--- src/rtl/pftb_pkg.sv ---
package pftb_pkg;

  typedef enum logic [3:0] {
    FMT_ARGB8   = 4'd0,
    FMT_XRGB8   = 4'd1,
    FMT_ABGR8   = 4'd2,
    FMT_XBGR8   = 4'd3,
    FMT_A2RGB10 = 4'd4,
    FMT_A2BGR10 = 4'd5,
    FMT_RGB565  = 4'd6,
    FMT_A1RGB5  = 4'd7,
    FMT_X1RGB5  = 4'd8,
    FMT_ARGB4   = 4'd9,
    FMT_A8L8    = 4'd10,
    FMT_A8      = 4'd11,
    FMT_L8      = 4'd12
  } fmt_t;

  typedef struct packed {
    logic [7:0] alpha;
    logic [7:0] red;
    logic [7:0] green;
    logic [7:0] blue;
  } bgra_t;

  localparam int unsigned RegFmtIndex = 0;
  localparam int unsigned FmtWidth    = 4;

  // Widens an n-bit channel to 8 bits as round(v*255/(2^n-1)). The division by
  // 2^n-1 folds the high part back onto the low part a few times, which leaves
  // a remainder below twice the divisor, so one compare finishes it.
  function automatic logic [7:0] widen(input logic [9:0] v, input int unsigned bits);
    logic [9:0]  m;
    logic [19:0] y;
    logic [19:0] hi;
    logic [8:0]  q;
    m = 10'((20'd1 << bits) - 20'd1);
    y = ((20'(v & m) * 20'd510) + 20'(m)) >> 1;
    q = 9'd0;
    for (int i = 0; i < 4; i++) begin
      hi = y >> bits;
      q  = q + hi[8:0];
      y  = hi + (y & 20'(m));
    end
    if (y >= 20'(m)) begin
      q = q + 9'd1;
    end
    return q[7:0];
  endfunction

endpackage

--- src/rtl/pftb_regs.sv ---
module pftb_regs (
  input  logic                           clk,
  input  logic                           rst,
  input  logic                           psel,
  input  logic                           penable,
  input  logic                           pwrite,
  input  logic [2:0]                     paddr,
  input  logic [31:0]                    pwdata,
  output logic [31:0]                    prdata,
  output logic                           pready,
  output logic [pftb_pkg::FmtWidth-1:0]  pixel_format
);

  logic fmt_sel;

  assign pready  = 1'b1;
  assign fmt_sel = (32'(paddr[2]) == pftb_pkg::RegFmtIndex);

  always_ff @(posedge clk) begin
    if (rst) begin
      pixel_format <= '0;
    end else if (psel && penable && pwrite && fmt_sel) begin
      pixel_format <= pwdata[pftb_pkg::FmtWidth-1:0];
    end
  end

  always_comb begin
    prdata = '0;
    if (fmt_sel) begin
      prdata[pftb_pkg::FmtWidth-1:0] = pixel_format;
    end
  end

endmodule

--- src/rtl/pftb_convert.sv ---
module pftb_convert (
  input  logic [pftb_pkg::FmtWidth-1:0] pixel_format,
  input  logic [31:0]                   raw_pixel,
  output pftb_pkg::bgra_t               pixel
);

  logic [7:0] b0;
  logic [7:0] b1;
  logic [7:0] b2;
  logic [7:0] b3;

  assign b0 = raw_pixel[7:0];
  assign b1 = raw_pixel[15:8];
  assign b2 = raw_pixel[23:16];
  assign b3 = raw_pixel[31:24];

  always_comb begin
    pixel = '0;
    unique case (pixel_format)
      pftb_pkg::FMT_ARGB8: begin
        pixel.blue  = b0;
        pixel.green = b1;
        pixel.red   = b2;
        pixel.alpha = b3;
      end
      pftb_pkg::FMT_XRGB8: begin
        pixel.blue  = b0;
        pixel.green = b1;
        pixel.red   = b2;
        pixel.alpha = 8'hff;
      end
      pftb_pkg::FMT_ABGR8: begin
        pixel.red   = b0;
        pixel.green = b1;
        pixel.blue  = b2;
        pixel.alpha = b3;
      end
      pftb_pkg::FMT_XBGR8: begin
        pixel.red   = b0;
        pixel.green = b1;
        pixel.blue  = b2;
        pixel.alpha = 8'hff;
      end
      pftb_pkg::FMT_A2RGB10: begin
        pixel.red   = pftb_pkg::widen(raw_pixel[29:20], 10);
        pixel.green = pftb_pkg::widen(raw_pixel[19:10], 10);
        pixel.blue  = pftb_pkg::widen(raw_pixel[9:0], 10);
        pixel.alpha = pftb_pkg::widen({8'd0, raw_pixel[31:30]}, 2);
      end
      pftb_pkg::FMT_A2BGR10: begin
        pixel.red   = pftb_pkg::widen(raw_pixel[9:0], 10);
        pixel.green = pftb_pkg::widen(raw_pixel[19:10], 10);
        pixel.blue  = pftb_pkg::widen(raw_pixel[29:20], 10);
        pixel.alpha = pftb_pkg::widen({8'd0, raw_pixel[31:30]}, 2);
      end
      pftb_pkg::FMT_RGB565: begin
        pixel.red   = pftb_pkg::widen({5'd0, raw_pixel[15:11]}, 5);
        pixel.green = pftb_pkg::widen({4'd0, raw_pixel[10:5]}, 6);
        pixel.blue  = pftb_pkg::widen({5'd0, raw_pixel[4:0]}, 5);
        pixel.alpha = 8'hff;
      end
      pftb_pkg::FMT_A1RGB5: begin
        pixel.red   = pftb_pkg::widen({5'd0, raw_pixel[14:10]}, 5);
        pixel.green = pftb_pkg::widen({5'd0, raw_pixel[9:5]}, 5);
        pixel.blue  = pftb_pkg::widen({5'd0, raw_pixel[4:0]}, 5);
        pixel.alpha = {8{raw_pixel[15]}};
      end
      pftb_pkg::FMT_X1RGB5: begin
        pixel.red   = pftb_pkg::widen({5'd0, raw_pixel[14:10]}, 5);
        pixel.green = pftb_pkg::widen({5'd0, raw_pixel[9:5]}, 5);
        pixel.blue  = pftb_pkg::widen({5'd0, raw_pixel[4:0]}, 5);
        pixel.alpha = 8'hff;
      end
      pftb_pkg::FMT_ARGB4: begin
        pixel.red   = pftb_pkg::widen({6'd0, raw_pixel[11:8]}, 4);
        pixel.green = pftb_pkg::widen({6'd0, raw_pixel[7:4]}, 4);
        pixel.blue  = pftb_pkg::widen({6'd0, raw_pixel[3:0]}, 4);
        pixel.alpha = pftb_pkg::widen({6'd0, raw_pixel[15:12]}, 4);
      end
      pftb_pkg::FMT_A8L8: begin
        pixel.red   = b0;
        pixel.green = b0;
        pixel.blue  = b0;
        pixel.alpha = b1;
      end
      pftb_pkg::FMT_A8: begin
        pixel.alpha = b0;
      end
      pftb_pkg::FMT_L8: begin
        pixel.red   = b0;
        pixel.green = b0;
        pixel.blue  = b0;
        pixel.alpha = 8'hff;
      end
      default: begin
        pixel = '0;
      end
    endcase
  end

endmodule

--- src/rtl/pixel_format_to_bgra8.sv ---
// Converts a stream of raw source pixels to 8-bit blue, green, red and alpha, one
// pixel per clock. The source layout comes from the pixel_format register at byte
// address 0 of the register port; codes 13 to 15 give an all-zero pixel. A beat
// taken on the input passes through the input register and then the result
// register to the output, and with the output ready the block takes a new beat
// in every cycle. Change the format only while no beats are in flight.
module pixel_format_to_bgra8 (
  input  logic        clk,
  input  logic        rst,
  input  logic        s_axis_tvalid,
  output logic        s_axis_tready,
  input  logic [31:0] s_axis_tdata,   // raw_pixel[31:0]
  output logic        m_axis_tvalid,
  input  logic        m_axis_tready,
  output logic [31:0] m_axis_tdata,   // blue[7:0], green[15:8], red[23:16], alpha[31:24]
  input  logic        psel,
  input  logic        penable,
  input  logic        pwrite,
  input  logic [2:0]  paddr,
  input  logic [31:0] pwdata,
  output logic [31:0] prdata,
  output logic        pready
);

  logic [pftb_pkg::FmtWidth-1:0] pixel_format;
  logic                          in_valid;
  logic [31:0]                   in_pixel;
  logic                          out_valid;
  pftb_pkg::bgra_t               out_pixel;
  pftb_pkg::bgra_t               conv_pixel;
  logic                          out_load;
  logic                          in_load;

  pftb_regs u_regs (
    .clk          (clk),
    .rst          (rst),
    .psel         (psel),
    .penable      (penable),
    .pwrite       (pwrite),
    .paddr        (paddr),
    .pwdata       (pwdata),
    .prdata       (prdata),
    .pready       (pready),
    .pixel_format (pixel_format)
  );

  pftb_convert u_convert (
    .pixel_format (pixel_format),
    .raw_pixel    (in_pixel),
    .pixel        (conv_pixel)
  );

  assign out_load      = !out_valid || m_axis_tready;
  assign in_load       = !in_valid || out_load;
  assign s_axis_tready = in_load;
  assign m_axis_tvalid = out_valid;
  assign m_axis_tdata  = out_pixel;

  always_ff @(posedge clk) begin
    if (rst) begin
      in_valid <= 1'b0;
    end else if (in_load) begin
      in_valid <= s_axis_tvalid;
    end
  end

  always_ff @(posedge clk) begin
    if (in_load && s_axis_tvalid) begin
      in_pixel <= s_axis_tdata;
    end
  end

  always_ff @(posedge clk) begin
    if (rst) begin
      out_valid <= 1'b0;
    end else if (out_load) begin
      out_valid <= in_valid;
    end
  end

  always_ff @(posedge clk) begin
    if (out_load && in_valid) begin
      out_pixel <= conv_pixel;
    end
  end

endmodule

--- config.mk ---
export PLATFORM = sky130hd
export DESIGN_NAME = pixel_format_to_bgra8
export DESIGN_NICKNAME = d
export VERILOG_FILES = /design/src/rtl/pftb_pkg.sv /design/src/rtl/pftb_regs.sv /design/src/rtl/pftb_convert.sv /design/src/rtl/pixel_format_to_bgra8.sv
export SDC_FILE = /design/constraint.sdc
export NUM_CORES = 1
export LEC_CHECK = 0
export BUFFER_PORTS_ARGS = -buffer_cell sky130_fd_sc_hd__buf_2
export CORE_MARGIN = 1
export CORE_UTILIZATION = 45
export CTS_CLUSTER_SIZE = 8
export DETAILED_ROUTE_END_ITERATION = 12
export HOLD_SLACK_MARGIN = 0.06
export PLACE_DENSITY_LB_ADDON = 0.25
export SLEW_MARGIN = 40
export SYNTH_ARGS = -nofsm -noshare
export SYNTH_HDL_FRONTEND = slang
export SYNTH_SLANG_ARGS = --single-unit
--- constraint.sdc ---
create_clock -name clk -period 16.8 [get_ports clk]
set_input_delay 0.84 -clock clk [delete_from_list [all_inputs] [get_ports clk]]
set_output_delay 0.84 -clock clk [all_outputs]
set_load 0.02 [all_outputs]
==> impl_metrics.ini, run 1 <==
[cts]
ctsResizeCount = 0
htree_num_levels = 3
clockBufferDepth = 2
path_clk_slew_ps = 60
cts_buffers = 9
clk_latency_ps = 380
clock_sinks = 70
ctsHoldBuffers = 0
cts_setup_buffers = 0
cts_tree = yes
cts-root-buf = clkbuf_16

[logic_synthesis]
synthFlopType = edfxtp_1
async_flop_share_pct = 0
syn_avg_cell_area_um2 = 8.53
synthesis.instances = 3589
synth_edf_count = 64
ys_seq_elements = 70
syn-cell-area_um2 = 30600
yosysSeqAreaShare_pct = 6.67
yosys_warnings = 0
synth_cell_type_count = 110

[worst_setup_path]
critPathSlowestCell = edfxtp_1
path_common_cell = ha_1
critical_path_required_ps = 16890
cp-end-kind = flip-flop
critical_path_buf_inv_count = 5
crit_type = reg2reg
cp_top_family = adder cells
cp.arrival_ps = 13760
crit_fanout = 12
crit_path_max_incr_delay_ps = 910
cp-start-kind = flip-flop

[global_route]
grt_overflow = 0
grt_pass1_wl_mm = 119
antenna_found_initial = 0
grt_max_degree = 33
grt_pass1_vias = 23800
grtUsageTotal_pct = 20.9

[cells_and_area]
multi_input_area_um2 = 26700
regArea_um2 = 2040
fillers = 6615
insertedDiodeCount = 0
drive_above_1_share_pct = 4.92
syn_to_final_growth_pct = 6.06
final_nets = 4542

[route]
firstDrtPassIters = 9
wirelength_mm = 72.4
vias = 24600
drc = 0
drtIter0Drc = 1326
viasPerCell = 5.38
ant_nets = 0
drt-wirelength-per-cell_um = 15.9

[placed_design]
port_buffers = 81
gp_congestion = 0.893
dp_hpwl_mm = 62.0

[worst_hold_path]
hp-class = reg2reg

[sta]
fmax_ghz = 0.0732
slew_violations = 0
worstMarginPinSlew_ps = 884
fin_worst_skew_ps = 16.2
tns_ps = 0
finalSetupViolCount = 0
hold_viol = 0
rsz0062_at_grt = no
slew_headroom_pct = 40.6
hold_ws_ps = 534
finalCriticalPeriod_ps = 13660
layout_worst_path_cycle_share_pct = 81.3

[die]
rows = 95
die-area_um2 = 69100
fp.coreArea_um2 = 67300
die_h_um = 263
io_pins = 141
initial_core_util_pct = 45.5
die_w_um = 263

[job]
cap_violations = 0

[run_status]
status = complete, no violations
## cells in the final DEF, fill, tap and decap left out, drive strengths merged, types with 13 or more instances in the layout
| master | count |
|---|---|
| a21oi | 239 |
| nor2b | 53 |
| a21o | 95 |
| nand2b | 30 |
| o21bai | 42 |
| o211ai | 24 |
| conb | 51 |
| nand2 | 183 |
| a222oi | 20 |
| or4 | 18 |
| a211oi | 24 |
| nand4 | 26 |
| fa | 243 |
| a31oi | 17 |
| o2111ai | 13 |
| a22oi | 15 |
| xnor2 | 334 |
| nor2 | 199 |
| and3 | 46 |
| a21boi | 14 |
| nor3b | 23 |
| buf | 100 |
| o21ai | 132 |
| nand3b | 13 |
| or2 | 20 |
| o21a | 27 |
| nor3 | 55 |
| nand3 | 76 |
| xor2 | 209 |
| inv | 471 |
| and2 | 36 |
| edfxtp | 64 |
| or3 | 16 |
| ha | 534 |
| mux2i | 33 |
## synthesized netlist by cell type, drive strengths merged, types with 11 or more instances
cell type,instances,area (um2)
a211oi,24,185
a21boi,14,109
a21o,95,713
a21oi,239,1200
a222oi,20,200
a22oi,15,113
a31oi,17,106
and2,36,225
and3,46,293
buf,33,241
clkbuf,25,93.8
edfxtp,64,1920
fa,243,4860
ha,534,6680
inv,469,1760
mux2,11,124
mux2i,33,330
nand2,183,687
nand2b,30,188
nand3,76,380
nand3b,13,110
nand4,26,175
nor2,199,757
nor2b,53,332
nor3,55,280
nor3b,23,178
nor4,12,75.1
o2111ai,13,114
o211ai,24,180
o21a,27,203
o21ai,132,661
o21bai,42,315
o221ai,11,96.3
o311ai,12,138
or2,20,128
or3,16,100
or4,18,139
xnor2,334,2930
xor2,209,1840
## flip-flops by register name, indices dropped and copies added (netlist names)
| name | flops |
|---|---|
| in_pixel | 32 |
| m_axis_tdata | 32 |
| u_regs.pixel_format | 4 |
| in_valid | 1 |
| m_axis_tvalid | 1 |
## layer usage
metal  vias to the layer above  GRT usage, %  wire length, um
met5                         -             0                0
met4                         0          4.57             1520
met3                        66          2.89             3240
met2                       397          35.0            33000
met1                     11500          28.6            34600
li1                      12600             -                -
## layout make-up
type,count,share of cell area (%)
Clock buffer,9,0.693
Tap cell,873,3.36
Timing Repair Buffer,100,1.81
Multi-Input combinational cell,3040,82.2
Clock inverter,7,0.220
Sequential cell,70,6.29
Inverter,470,5.43
## per-stage QoR
step,utilization [%],instance area [um2],std cells,setup slack (ps)
after global placement,47.7,32100,4551,3170
after detailed placement,47.8,32200,4553,3210
after global routing,48.3,32500,4569,2240
after CTS,48.3,32500,4569,3150
final,48.3,32500,4569,3140
after floorplan,-,30800,3638,5270
## worst reg2reg max path: cells and delay by family (launching register included)
kind                       cells  cell delay, ps
muxes                          1             180
xor gates and xnor gates       2             560
and+or+nand+nor               14            3320
DFF                            1             910
AOI/OAI and AO/OA             12            3710
adders and majority gates     12            4090
buffers and inverters          5             580
## logic make-up after synthesis
| kind of cell | Yosys count | synth area share, % |
|---|---|---|
| DFF | 70 | 6.67 |
| adders and majority gates | 780 | 37.8 |
| and+or+nand+nor | 844 | 14.4 |
| other | 2 | 0.0245 |
| xor gates and xnor gates | 550 | 16.1 |
| buffers and inverters | 528 | 6.86 |
| muxes | 44 | 1.48 |
| AOI/OAI and AO/OA | 771 | 16.7 |
## worst paths after layout
check                                  from  depth (start not counted)              end  slack, ps
worst max-delay path            in_pixel[1]                         46  m_axis_tdata[6]       3140
worst min-delay path               in_valid                          2    m_axis_tvalid        530
worst max register to register  in_pixel[1]                         46  m_axis_tdata[6]       3140
worst min register to register     in_valid                          2    m_axis_tvalid        530
Power of run 1 is not shown: default switching activity piles up to over one toggle a cycle in this logic, so the estimate is an artifact.
==> inputs of run 2 (changes only) <==
- ABC_AREA: default -> 1
- clock period: 16.8 -> 13.95 ns (I/O delays scaled with it)
==> impl_metrics.ini, run 2 <==
[run_status]
status = complete, no violations

[route]
drc = 0
drt-wirelength-per-cell_um = 13.8
drtIter0Drc = 1689
ant_nets = 0
firstDrtPassIters = 7
vias = 29600
wirelength_mm = 81.5
viasPerCell = 5.01

[die]
die_w_um = 272
rows = 98
initial_core_util_pct = 45.6
die_h_um = 272
io_pins = 141
die-area_um2 = 74000
fp.coreArea_um2 = 71900

[global_route]
grt_overflow = 0
grtUsageTotal_pct = 22.0
grt_max_degree = 33
grt_pass1_wl_mm = 134
grt_pass1_vias = 27400
antenna_found_initial = 1

[cells_and_area]
final_cell_mix = inv_1 (983), nand2_1 (982), ha_1 (534), nor2_1 (430), nand3_1 (320)
drive_above_1_share_pct = 5.47
final_nets = 5798
syn_to_final_growth_pct = 6.05
final_common_cell = inv_1
stdcell_area_um2 = 34800

[logic_synthesis]
ys_seq_elements = 70
synth_cell_type_count = 64
async_flop_share_pct = 0
synth_most_common_cell = inv_1
synthFlopType = edfxtp_1
synth_commonest_cells = inv_1 (985), nand2_1 (982), ha_1 (534)
syn-cell-area_um2 = 32800
yosysSeqAreaShare_pct = 6.23
syn_avg_cell_area_um2 = 6.80
yosys_warnings = 0
yosysTopAreaCell = ha_1
synthesis.instances = 4826
synth_edf_count = 64
synth_area_leaders = ha_1 (20%), fa_1 (15%), inv_1 (11%), nand2_1 (11%), edfxtp_1 (5.9%)
yosysTopAreaCellShare_pct = 20.4

[worst_setup_path]
critical_path_buf_inv_count = 14
crit_path_max_incr_delay_ps = 680
path_common_cell = inv_1
cp.arrival_ps = 12130
crit_fanout = 8
critical_path_required_ps = 14070
cp-start-kind = flip-flop
cp-end-kind = flip-flop
cp_top_family = adder cells
critPathSlowestCell = edfxtp_1
crit_type = reg2reg

[cts]
clock_sinks = 70
cts_setup_buffers = 0
ctsResizeCount = 0
path_clk_slew_ps = 80
cts-root-buf = clkbuf_16
clk_latency_ps = 370
clockBufferDepth = 2
htree_num_levels = 3
cts_buffers = 9
cts_tree = yes
ctsHoldBuffers = 0

[sta]
finalSetupViolCount = 0
finalCriticalPeriod_ps = 12010
rsz0062_at_grt = no
worstMarginPinSlew_ps = 816
fmax_ghz = 0.0833
slew_violations = 0
fin_worst_skew_ps = 16.7
hold_viol = 0
setup_ws_ps = 1940
slew_headroom_pct = 45.3
tns_ps = 0
layout_worst_path_cycle_share_pct = 86.1

[worst_hold_path]
hp-class = in2reg

[placed_design]
post-place-ws_ps = 2030
port_buffers = 81
place_area_um2 = 34500
dp_hpwl_mm = 71.1
gp_congestion = 0.929

[job]
cap_violations = 0
==> run 2: worst paths after layout <==
kind / startpoint / end / slack (ps) / depth (start not counted)
max: in_pixel[14] / m_axis_tdata[14] / 1940 / 63
min: s_axis_tdata[7] / in_pixel[7] / 500 / 1
max reg2reg: in_pixel[14] / m_axis_tdata[14] / 1940 / 63
min reg2reg: in_valid / m_axis_tvalid / 540 / 2
==> run 2: metal layers <==
layer | vias to the layer above | routed length [um] | GRT usage [%]
li1 | 15500 | - | -
met3 | 79 | 3370 | 1.17
met4 | 0 | 1170 | 3.59
met2 | 591 | 36700 | 36.9
met1 | 13400 | 40200 | 31.5
met5 | - | 0 | 0
==> run 2: area by class of cell <==
| type | count | area [um2] |
|---|---|---|
| multi-input cells | 3764 | 26900 |
| clock inverters | 7 | 61.3 |
| well taps | 950 | 1190 |
| diodes | 1 | 2.50 |
| repair buffers | 103 | 571 |
| fillers | 7393 | 37100 |
| inverters | 999 | 3750 |
| clock buffers | 9 | 225 |
| flip-flops and latches | 70 | 2040 |
==> run 2: cell families after synthesis <==
| logic type | Yosys count | share of synthesized area (%) |
|---|---|---|
| fa+ha+maj | 777 | 35.2 |
| compound gates | 546 | 9.56 |
| xor+xnor | 342 | 9.31 |
| simple gates | 2048 | 27.4 |
| other cells | 2 | 0.0229 |
| flops | 70 | 6.23 |
| buf+inv | 1041 | 12.3 |
==> run 2: per-stage QoR <==
step,utilization (%),hold slack [ps],std cells
after floorplan,-,445,4875
after global placement,48.0,524,5886
after detailed placement,48.0,529,5886
after CTS,48.4,489,5902
after global routing,48.4,494,5902
final,48.4,500,5903
Power of run 2 is left out for the same reason.
